`src/design/bsp_pkg.sv`:
```
package bsp_pkg;

  localparam int unsigned STORE_BYTES_DEF = 1024;
  localparam int unsigned CHUNK_BITS_DEF  = 32;

  localparam int unsigned POS_W  = 14;
  localparam int unsigned BINT_W = 32;
  localparam int unsigned BIDX_W = $clog2(BINT_W);
  localparam int unsigned BLEN_W = $clog2(BINT_W + 1);

  localparam logic [POS_W-1:0] CAP_RESET = 14'd8192;

  localparam logic [2:0] OP_APPEND   = 3'd0;
  localparam logic [2:0] OP_BOUNDED  = 3'd1;
  localparam logic [2:0] OP_REWIND   = 3'd2;
  localparam logic [2:0] OP_OVERFLOW = 3'd3;
  localparam logic [2:0] OP_READ     = 3'd4;

  typedef struct packed {
    logic [2:0]  op;
    logic [31:0] value;
    logic [5:0]  length_bits;
    logic [31:0] value_max;
    logic [13:0] mark_position;
    logic        mark_overflow;
    logic [9:0]  byte_index;
  } item_t;

  typedef struct packed {
    logic [7:0]  read_data;
    logic [13:0] bit_count;
    logic [10:0] byte_count;
    logic        overflow;
  } result_t;

  // bounded-int encoder result: bits to append, how many, and room required
  typedef struct packed {
    logic              done;
    logic [BINT_W-1:0] bits;
    logic [BLEN_W-1:0] length;
    logic [BLEN_W-1:0] need;
  } bint_res_t;

endpackage

```
`src/design/bsp_bint.sv`:
```
module bsp_bint (
  input  logic                        clk,
  input  logic                        rst,
  input  logic                        start,
  input  logic [bsp_pkg::BINT_W-1:0]  value,
  input  logic [bsp_pkg::BINT_W-1:0]  value_max,
  output bsp_pkg::bint_res_t          res
);

  logic                         active;
  logic                         stopped;
  logic [bsp_pkg::BIDX_W-1:0]   idx;
  logic [bsp_pkg::BINT_W-1:0]   sum;
  logic [bsp_pkg::BINT_W-1:0]   val;
  logic [bsp_pkg::BINT_W-1:0]   vmax;
  logic [bsp_pkg::BINT_W-1:0]   vm1;
  logic [bsp_pkg::BINT_W-1:0]   cand;
  logic                         take;
  logic [bsp_pkg::BLEN_W-1:0]   idx_p1;

  // sum only holds bits below idx, so sum + weight is an OR
  assign cand   = sum | (bsp_pkg::BINT_W'(1) << idx);
  assign take   = !stopped && (cand < vmax);
  assign idx_p1 = bsp_pkg::BLEN_W'(idx) + bsp_pkg::BLEN_W'(1);

  always_ff @(posedge clk) begin
    if (rst) begin
      active   <= 1'b0;
      res.done <= 1'b0;
    end else begin
      res.done <= 1'b0;
      if (start) begin
        active     <= 1'b1;
        stopped    <= 1'b0;
        idx        <= '0;
        sum        <= '0;
        val        <= value;
        vmax       <= value_max;
        vm1        <= (value_max <= bsp_pkg::BINT_W'(1)) ? '0
                                                          : value_max - bsp_pkg::BINT_W'(1);
        res.bits   <= '0;
        res.length <= '0;
        res.need   <= '0;
      end else if (active) begin
        if (take) begin
          if (val[idx]) begin
            sum           <= cand;
            res.bits[idx] <= 1'b1;
          end
          res.length <= idx_p1;
        end else begin
          stopped <= 1'b1;
        end
        // ceil(log2(max)) is the bit length of max-1
        if (vm1[idx]) begin
          res.need <= idx_p1;
        end
        if (idx == bsp_pkg::BIDX_W'(bsp_pkg::BINT_W - 1)) begin
          active   <= 1'b0;
          res.done <= 1'b1;
        end
        idx <= idx + bsp_pkg::BIDX_W'(1);
      end
    end
  end

endmodule

```
`config.mk`:
```
export PLATFORM = sky130hd
export DESIGN_NAME = bsp_bint
export DESIGN_NICKNAME = d
export VERILOG_FILES = /design/src/design/bsp_pkg.sv /design/src/design/bsp_bint.sv
export SDC_FILE = /design/constraint.sdc
export NUM_CORES = 1
export LEC_CHECK = 0
export ABC_AREA = 1
export BUFFER_PORTS_ARGS = -buffer_cell sky130_fd_sc_hd__buf_4
export CAP_MARGIN = 10
export CORE_MARGIN = 2
export CORE_UTILIZATION = 43
export DETAILED_ROUTE_END_ITERATION = 16
export HOLD_SLACK_MARGIN = 0.08
export MAX_ROUTING_LAYER = met4
export PLACE_DENSITY = 0.6
export SLEW_MARGIN = 30
export SYNTH_ARGS = -nofsm -noshare
export SYNTH_HDL_FRONTEND = slang
export SYNTH_SLANG_ARGS = --single-unit
```
`constraint.sdc`:
```
create_clock -name clk -period 14.15 [get_ports clk]
set_input_delay 1.415 -clock clk [delete_from_list [all_inputs] [get_ports clk]]
set_output_delay 1.415 -clock clk [all_outputs]
set_load 0.005 [all_outputs]
```
==> key figures, run 1 <==
Clock tree
  – Cts bufs inserted: 17
  – Clock buffer depth: 2
  – Clk_lat worst skew: 0.43 ns
  – Clock Sink Count: 180
  – Post-cts resize count: 0
  – CTS tree: done
  – Post-CTS Repair Setup Buffers: 0
  – Root buffer cell: clkbuf_16
  – Worst-path clk slew: 0.06 ns
  – Post-CTS Hold Buffers: 0
  – H-tree level count: 4

Logic synthesis
  – Post-Syn Area per Cell: 10.3 sq um
  – Post-synthesis cell area: just under 9000 sq um
  – Post-Syn Nets: approximately 960
  – Seq/Total Area, Yosys: 61.1%
  – Warnings, synthesis: 0
  – Number of synthesized register bits: 180
  – Syn Inst Count: 855
  – Synth cell types: 35

Detailed routing
  – Residual DRC: 0
  – Met1 Wirelength: between 9000 and 10000 um
  – Avg WL per Cell: ~16 um
  – Pre-antenna DRT Iters: 6
  – Top layer in use: met4
  – Remaining antenna violation count: 0
  – DR vias/cell: 4.97
  – Vias: ~6.2k
  – Final WL: around 20000 um
  – Iter 0 DRT Violations: 479
  – DR WL met3: 852 um
  – Routed length on met2: 9300 um

Setup path
  – Reg2reg end: res[40]
  – Crit path capture type: register
  – Critical Path AT: 4.62 ns
  – Reg-to-reg critical path startpoint: idx[1]
  – R2R depth: 16
  – Crit-path max FO: 59
  – Critical Setup Path Class: reg -> reg
  – Critical path data required time: 14.22 ns
  – CP Launch Type: register
  – R2R setup slack: 9.59 ns

Place
  – Routability cong.: 0.920
  – Dpl hpwl: 14200 um
  – Pre-CTS WS: 9.60 ns
  – PortBufs: 111
  – DP Area: around 10000 sq um
  – Placed Cells incl. Taps: 1219

Pwr
  – Comb power frac: 10.9%
  – Worst IR Drop VDD: around 92 uV
  – Total power: 1.26 mW
  – Clock share of power: 38.1%
  – Leak Pwr: around 4.4 nW
  – P_int: roughly 0.97 mW
  – Switching fraction of total power: 23.3%
  – PD cells: 119 nW/um^2
  – Seq pwr share: 51.0%
  – Sw Pwr: 0.294 mW

Outcome
  – Status: completed

Timing
  – Final Cycle Share: around a third
  – Tightest Pin Transition: 0.868 ns
  – # setup viols final: 0
  – Worst slew margin: between 40% and 50%
  – Hold Slack: 0.510 ns
  – Final hold violations: 0
  – Fmax: 219 MHz
  – Count of final max-slew check failures: 0
  – Crit path time final: 4.56 ns
  – RSZ-0062 raised after global routing: no
  – TNS Setup: 0 ns
  – Worst Slack Setup Final: approximately 9.6 ns
  – Clk_skew: 0.00608 ns

Final layout
  – Nets: about 1.1k
  – Layout Utilization: a little over half
  – Filler cell count: 1860
  – Area grow syn2layout: 19.9%
  – Share of cells above drive strength 1: a little under a fifth
  – Fin cells: 1251
  – Antenna diodes: 0
  – Fin area: ~11000 sq um

GRT
  – GRT Resource Usage Total: 19.5%
  – Largest net degree at the start of global routing: 76
  – Wire length of the first global-routing pass: between 30000 and 40000 um
  – GRT overflow: 0
  – Vias in the first global route: 5969
  – Initial antenna violation count: 0

Floorplan
  – Height of the die: about 150 um
  – FP Rows: 52
  – Initial Utilization: between 40% and 50%
  – Core Footprint: 20200 sq um
  – Die width: 147 um
  – IO Pins: approximately 110
  – Full die area: ~22000 sq um

Hold path
  – Worst min path class: reg -> reg
  – Hold depth: 2
  – Hold Crit Start: active
  – Hold endpoint: res[44]

Flow run
  – Max cap viols: 0
## cell usage after synthesis
master	instances	share of area (%)
buf_2	6	0.34
nand4_2	1	0.14
o22ai_1	15	1.1
edfxtp_1	178	61
dfxtp_1	2	0.45
nor3_2	5	0.57
xnor2_1	9	0.89
a21oi_1	86	4.9
buf_1	4	0.17
o21ai_0	41	2.3
nor4_1	4	0.28
nand3_1	18	1.0
ha_1	40	5.7
nor2_1	106	4.5
inv_1	138	5.9
nand2_2	7	0.50
inv_2	3	0.13
o21bai_1	1	0.085
nand4_1	9	0.64
buf_4	2	0.17
a31oi_1	2	0.14
xor2_1	12	1.2
clkbuf_1	14	0.60
a22o_1	2	0.20
nor2_2	5	0.35
nor3_1	13	0.74
nand2_1	117	5.0
nor2b_1	1	0.071
a211oi_1	2	0.17
nor3b_1	3	0.26
o21a_1	2	0.17
or2_2	2	0.14
a211oi_2	1	0.14
or2_4	1	0.099
nor2_4	3	0.38
## worst max-delay path, cell delays in order, from the launching register on
cell	delay, ns
edfxtp_1	0.79
inv_1	0.51
ha_1	0.48
nand2_1	0.17
nand2_1	0.07
ha_1	0.29
a21oi_1	0.12
o21ai_0	0.08
nor2b_1	0.14
o21bai_1	0.11
nand4_1	0.09
nor2_1	0.14
nand2_1	0.14
nand2_1	0.10
nand2_1	0.10
nor2_4	0.17
buf_4	0.64
## metal layers
metal | GRT usage [%] | vias up
met4 | 7.16 | 0
li1 | - | 3109
met1 | 26.2 | 2903
met2 | 29.9 | 167
met5 | - | -
met3 | 3.42 | 35
## area by class of cell
type                       count  area [sq um]  share of cell area (%)
clock inverter                 7          97.6                   0.924
timing repair buffer         120           901                    8.52
sequential                   180          5390                    51.0
clock buffer                  25           505                    4.78
inverter                     141           529                    5.01
tap                          270           338                    3.20
multi-input combinational    508          2810                    26.6
## worst max path at each step
stage / cells after the start / startpoint / end / slack [ns]
2_1_floorplan: 4 / start / res[10] / 7.61
4_1_cts: 16 / idx[1] / sum[14] / 9.55
3_3_place_gp: 16 / idx[1] / res[42] / 9.65
3_5_place_dp: 16 / idx[1] / res[42] / 9.60
6_report: 16 / idx[1] / res[40] / 9.59
5_1_grt: 17 / idx[1] / sum[19] / 9.27
## state kept, by name, indices dropped and copies added, names as in the netlist
signal,flops
sum,32
stopped,1
idx,5
active,1
res,45
vmax,32
vm1,32
val,32
## layout by cell type (no fill, tap or decap), drive strengths merged, types with 15 or more instances in the layout
cell type  instances
edfxtp           178
inv              141
nand2            124
buf              120
nor2             114
a21oi             86
o21ai             41
ha                40
clkbuf            25
nand3             18
nor3              18
o22ai             15
## logic make-up (layout without fill, tap and decap cells)
| kind of cell | Yosys count | count (layout) | share of synthesized area (%) |
|---|---|---|---|
| compound gates | 152 | 152 | 9.18 |
| flops | 180 | 180 | 61.1 |
| xor+xnor | 21 | 21 | 2.09 |
| fa+ha+maj | 40 | 40 | 5.68 |
| simple gates | 295 | 295 | 14.7 |
| buf+inv | 167 | 293 | 7.28 |
## power groups by stage
stage	combinational (mW)	sequential [mW]	clock, mW
after floorplan	0.0787	0.650	0
after global routing	0.155	0.645	0.510
after global placement	0.136	0.653	0
after detailed placement	0.138	0.654	0
after CTS	0.139	0.642	0.487
final	0.137	0.642	0.480
No activity file was read; power rests on OpenSTA's default activity.
==> run 2: changes to the inputs <==
Settings changed: PLACE_DENSITY 0.6 to 0.63.
Clock period 14.15 ns to 4.1 ns, I/O delays scaled along.
==> run 2 against run 1 <==
  * Highest routed layer unchanged
  * Global-route usage grew 0.47 points
  * Non-clock buffer count grew 12
  * Routed wire length is 1.8% higher
  * Final area up 1.3%
  * First-iteration DRC count is 6.3% lower
  * Total power grew to 3.5 times the previous value
  * Maximum frequency grew 26%
  * Clock power increased to 3.6 times the previous value
  * Sequential power rose to 3.4 times the previous value
  * Clock skew is 0.0078 ns higher
  * Via count up 0.11%
==> key figures, run 2 (same netlist as run 1, synthesis figures left out) <==
Detailed routing
  – Remaining antenna violation count: 0 (unchanged)
  – Avg WL per Cell: 16.1 um (+0.81%)
  – Final WL: 20300 um (+1.8%)
  – DR vias/cell: 4.93 (-0.84%)
  – Iter 0 DRT Violations: 449 (-6.3%)
  – Residual DRC: 0 (unchanged)
  – Routed length on met2: 9290 um (about the same)
  – Top layer in use: met4
  – Met1 Wirelength: 9690 um (+4.2%)
  – Pre-antenna DRT Iters: 5 (-1)
  – Vias: 6221 (+0.11%)
  – DR WL met3: 928 um (+8.9%)

Clock tree
  – Clock buffer depth: 2 (unchanged)
  – CTS tree: done
  – Clock Sink Count: 180 (unchanged)
  – Post-CTS Repair Setup Buffers: 0 (unchanged)
  – Worst-path clk slew: 0.07 ns (about the same)
  – Post-cts resize count: 0 (unchanged)
  – Clk_lat worst skew: 0.44 ns (about the same)
  – Post-CTS Hold Buffers: 0 (unchanged)
  – H-tree level count: 4 (unchanged)
  – Root buffer cell: clkbuf_16
  – Cts bufs inserted: 17 (unchanged)

Setup path
  – Kind of cell adding the most delay to the critical path: simple AND/OR/NAND/NOR gates
  – Crit path capture type: register
  – R2R depth: 18 (+2)
  – Buffers & Inverters on Critical Path: 3 (+1)
  – Crit-path max FO: 36 (-39%)
  – Slowest CP cell: edfxtp_1
  – Critical Path AT: 3.75 ns (-0.87 ns)
  – Critical Path Max Stage Delay: 0.51 ns (-0.28 ns)
  – CP cell instances: inv_1 -> nor3_1 -> buf_4 -> nand2_1 -> nand2_1 -> ha_1 -> a21oi_1 -> nor2_1 -> a211oi_1 -> nand2_1 -> nand2_1 -> nand2_1 -> nand2_1 -> nand2_1 -> nand2_1 -> nand2_1 -> nor2_4 -> buf_12
  – Worst path depth: 18 (+2)
  – Critical Setup Path Class: reg -> reg
  – Most used cell, CP: nand2_1
  – CP Launch Type: register
  – Critical path data required time: 4.22 ns (-10.00 ns)

GRT
  – Largest net degree at the start of global routing: 98 (+29%)
  – Initial antenna violation count: 0 (unchanged)
  – Vias in the first global route: 5930 (-0.65%)
  – GRT Resource Usage Total: 20.0% (+0.47 points)
  – GRT overflow: 0 (unchanged)
  – Wire length of the first global-routing pass: 32300 um (+3.0%)

Timing
  – Clk_skew: 0.0139 ns (+0.00778 ns)
  – Crit path time final: 3.63 ns (-0.928 ns)
  – Worst Slack Setup Final: 0.471 ns (-9.12 ns)
  – Tightest Pin Transition: 0.772 ns (-0.0962 ns)
  – Final Cycle Share: 88.5% (+56 points)
  – Fmax: 276 MHz (+26%)
  – Final hold violations: 0 (unchanged)
  – Count of final max-slew check failures: 0 (unchanged)
  – TNS Setup: 0 ns (unchanged)
  – Hold Slack: 0.147 ns (-0.362 ns)
  – RSZ-0062 raised after global routing: no
  – # setup viols final: 0 (unchanged)
  – Worst slew margin: 48.6% (+6.9 points)

Final layout
  – Filler cell count: 1852 (-0.43%)
  – Nets: 1087 (+1.1%)
  – Area grow syn2layout: 21.4%
  – FF+latch area: 5390 sq um (unchanged)
  – Max reg flops: 45 (unchanged)
  – Share of cells above drive strength 1: 19.2% (+0.89 points)
  – Most common cell after layout, fill and taps aside: edfxtp_1
  – Top reg by flops: res
  – Multi-input gate area: 2810 sq um (unchanged)
  – Most frequent cells in the layout: edfxtp_1, inv_1, buf_4
  – Fin cells: 1263 (+0.96%)
  – Antenna diodes: 0 (unchanged)

Place
  – Pre-CTS WS: 0.501 ns (-9.10 ns)
  – PortBufs: 111 (unchanged)
  – Dpl hpwl: 14800 um (+4.6%)
  – Routability cong.: 0.861 (-6.3%)
  – Placed Cells incl. Taps: 1231 (+0.98%)

Floorplan
  – Initial Utilization: 43.7% (unchanged)
  – Full die area: 21700 sq um (unchanged)
  – FP Rows: 52 (unchanged)
  – Height of the die: 147 um (unchanged)
  – IO Pins: 112 (unchanged)
  – Die width: 147 um (unchanged)
  – Core Footprint: 20200 sq um (unchanged)

Flow run
  – Max cap viols: 0 (unchanged)

Pwr
  – Total power: 4.42 mW (+250%)
  – PD cells: 413 nW/um^2 (+250%)
  – Worst IR Drop VDD: 311 uV (+240%)
  – Leak Pwr: 4.46 nW (+1.8%)

Hold path
  – Hold depth: 1 (-1)
  – Worst min path class: in -> reg

Outcome
  – Status: completed
==> run 2: cell type report <==
type | instances | share of cell area [%]
flip-flops and latches | 180 | 50.3
multi-input cells | 508 | 26.3
repair buffers | 132 | 9.61
inverters | 141 | 4.94
clock buffers | 19 | 4.04
well taps | 270 | 3.16
clock inverters | 13 | 1.68
==> run 2: final timing paths <==
kind | startpoint | slack, ns | to
worst max-delay path | idx[2] | 0.47 | sum[22]
worst min-delay path | value[5] | 0.15 | val[5]
worst max register to register | idx[2] | 0.47 | sum[22]
worst min register to register | active | 0.50 | res[44]
==> run 2: metrics by stage <==
stage | util, % | area, sq um
after floorplan | - | 8830
after global placement | 50.0 | 10100
after detailed placement | 50.0 | 10100
after CTS | 53.1 | 10700
after global routing | 53.1 | 10700
final | 53.1 | 10700
==> run 2: power breakdown <==
group / internal (mW) / switching (mW) / total [mW]
clock: 1.02 / 0.696 / 1.72
combinational: 0.198 / 0.297 / 0.496
sequential: 2.16 / 0.0461 / 2.21
total: 3.38 / 1.04 / 4.42
==> run 2: layer usage <==
layer | vias to the layer above | global-route usage [%]
met2 | 181 | 29.6
met5 | - | -
met3 | 25 | 3.48
li1 | 3130 | -
met4 | 0 | 6.68
met1 | 2885 | 28.0
==> run 3: changes to the inputs <==
Settings changed: CORE_ASPECT_RATIO set to 0.75.
==> run 3 against run 2 <==
  * Maximum frequency increased by 2.0%
  * Count of clock-buffer cells in the layout is 2 lower
  * Die area about the same
  * Setup slack improved by 0.070 ns
  * Combinational power is essentially flat
  * Sequential power about the same
  * Final area shrank 0.99%
  * First-iteration DRC count is 42% higher
  * Cell count is 1.3% lower
  * Via count grew 0.56%
==> key figures, run 3 (same netlist as run 1, synthesis figures left out) <==
Setup path
  – CP Launch Type: register
  – R2R setup slack: 0.54 ns (+0.07 ns)
  – Crit-path max FO: 53 (+47%)
  – R2R depth: 16 (-2)
  – Critical Setup Path Class: reg -> reg
  – Critical Path AT: 3.66 ns (-0.09 ns)
  – Reg2reg end: res[37]
  – Reg-to-reg critical path startpoint: idx[3]
  – Crit path capture type: register
  – Critical path data required time: 4.21 ns (about the same)

Clock tree
  – Cts bufs inserted: 17 (unchanged)
  – Post-cts resize count: 0 (unchanged)
  – Root buffer cell: clkbuf_16
  – H-tree level count: 4 (unchanged)
  – Clk_lat worst skew: 0.44 ns (about the same)
  – Worst-path clk slew: 0.07 ns (about the same)
  – Post-CTS Repair Setup Buffers: 0 (unchanged)
  – CTS tree: done
  – Clock buffer depth: 2 (unchanged)
  – Post-CTS Hold Buffers: 0 (unchanged)
  – Clock Sink Count: 180 (unchanged)

Detailed routing
  – Pre-antenna DRT Iters: 6 (+1)
  – Final WL: 20800 um (+2.4%)
  – Iter 0 DRT Violations: 637 (+42%)
  – Vias: 6256 (+0.56%)
  – Remaining antenna violation count: 0 (unchanged)
  – DR vias/cell: 5.02 (+1.9%)
  – Avg WL per Cell: 16.7 um (+3.8%)
  – Residual DRC: 0 (unchanged)

Timing
  – Final Cycle Share: 86.8% (-1.7 points)
  – Worst slew margin: 47.5% (-1.1 points)
  – Final hold violations: 0 (unchanged)
  – Crit path time final: 3.56 ns (-0.0704 ns)
  – Clk_skew: 0.00914 ns (-0.00472 ns)
  – Fmax: 281 MHz (+2.0%)
  – Count of final max-slew check failures: 0 (unchanged)
  – TNS Setup: 0 ns (unchanged)
  – # setup viols final: 0 (unchanged)
  – Tightest Pin Transition: 0.782 ns (+0.0105 ns)
  – RSZ-0062 raised after global routing: no

GRT
  – GRT Resource Usage Total: 20.7% (+0.76 points)
  – Initial antenna violation count: 0 (unchanged)
  – GRT overflow: 0 (unchanged)
  – Wire length of the first global-routing pass: 32600 um (+0.96%)
  – Vias in the first global route: 5922 (-0.13%)
  – Largest net degree at the start of global routing: 98 (unchanged)

Final layout
  – Multi-input gate area: 2810 sq um (unchanged)
  – Most frequent cells in the layout: edfxtp_1, inv_1, buf_4
  – Fin area: 10600 sq um (-0.99%)
  – Area grow syn2layout: 20.2%
  – Antenna diodes: 0 (unchanged)
  – Top reg by flops: res
  – Layout Utilization: 52.6% (-0.49 points)
  – Max reg flops: 45 (unchanged)
  – Filler cell count: 1841 (-0.59%)
  – Nets: 1082 (-0.46%)
  – Most common cell after layout, fill and taps aside: edfxtp_1
  – FF+latch area: 5390 sq um (unchanged)
  – Share of cells above drive strength 1: 19.0% (-0.21 points)

Floorplan
  – FP Rows: 45 (-13%)
  – Height of the die: 128 um (-13%)
  – Core Footprint: 20200 sq um (about the same)
  – Initial Utilization: 43.7% (about the same)
  – IO Pins: 112 (unchanged)
  – Full die area: 21700 sq um (about the same)
  – Die width: 169 um (+15%)

Hold path
  – Hold Crit Start: value[23]
  – Hold depth: 1 (unchanged)
  – Worst min path class: in -> reg
  – Hold endpoint: val[23]

Flow run
  – Max cap viols: 0 (unchanged)

Place
  – PortBufs: 111 (unchanged)
  – Routability cong.: 0.867 (+0.66%)
  – Dpl hpwl: 14600 um (-1.4%)
  – DP Area: 10000 sq um (-0.65%)

Pwr
  – Total power: 4.30 mW (-2.7%)
  – Worst IR Drop VDD: 274 uV (-12%)
  – Leak Pwr: 4.40 nW (-1.2%)
  – PD cells: 406 nW/um^2 (-1.7%)

Outcome
  – Status: completed
-- run 3: cell count changes in the layout (fill, tap and decap cells not counted) --
cell        before  now
inv_8            0    3
clkinv_4         0    1
buf_4          129  125
clkbuf_1         2    0
inv_6            3    4
clkinvlp_4       2    4
buf_12           3    2
bufinv_16        4    1
clkinv_2         3    1
-- run 3: through the flow --
step | std cells | setup WS, ns | hold slack, ns
3_5_place_dp | 1214 | 0.708 | 0.498
2_1_floorplan | 855 | 0.265 | 0.453
6_report | 1246 | 0.542 | 0.146
4_1_cts | 1246 | 0.640 | 0.127
5_1_grt | 1246 | 0.358 | 0.123
3_3_place_gp | 1214 | 0.743 | 0.494
-- run 3: critical path, stage by stage, from the launching register on --
cell	delay (ns)
edfxtp_1	0.56
inv_1	0.20
nor3_1	0.53
buf_4	0.25
nand2_1	0.10
nand2_1	0.10
ha_1	0.25
a21oi_1	0.13
a21oi_1	0.08
nor3_1	0.20
nand2_1	0.10
nand2_1	0.06
nand2_1	0.08
nand2_1	0.07
nand2_1	0.08
nor2_4	0.12
buf_12	0.27
-- run 3: how the worst max path moves through the flow --
stage          startpoint  endpoint  slack (ns)  cells past startpoint
2_1_floorplan       start   res[10]        0.27                      4
3_3_place_gp       idx[3]   sum[25]        0.74                     16
3_5_place_dp       idx[3]   res[36]        0.71                     16
4_1_cts            idx[3]   sum[25]        0.64                     16
5_1_grt            idx[2]   sum[30]        0.36                     17
6_report           idx[3]   res[37]        0.54                     16
-- run 3: area by class of cell --
cell class / count / share of cell area (%)
clock inverters: 15 / 1.38
repair buffers: 127 / 9.23
inverters: 141 / 4.99
flip-flops and latches: 180 / 50.8
clock buffers: 17 / 4.01
multi-input cells: 508 / 26.5
well taps: 258 / 3.05
-- run 3: routing by layer --
| layer | track usage (%) | up-vias | share of wire, % |
|---|---|---|---|
| li1 | - | 3134 | - |
| met1 | 29.6 | 2893 | 48 |
| met2 | 29.3 | 200 | 44 |
| met3 | 5.00 | 29 | 7.0 |
| met4 | 6.28 | 0 | 1.5 |
| met5 | - | - | 0 |
-- run 3: power by group --
group	internal [mW]	switching, mW
combinational	0.193	0.304
sequential	2.16	0.0436
clock	0.854	0.745
total	3.21	1.09
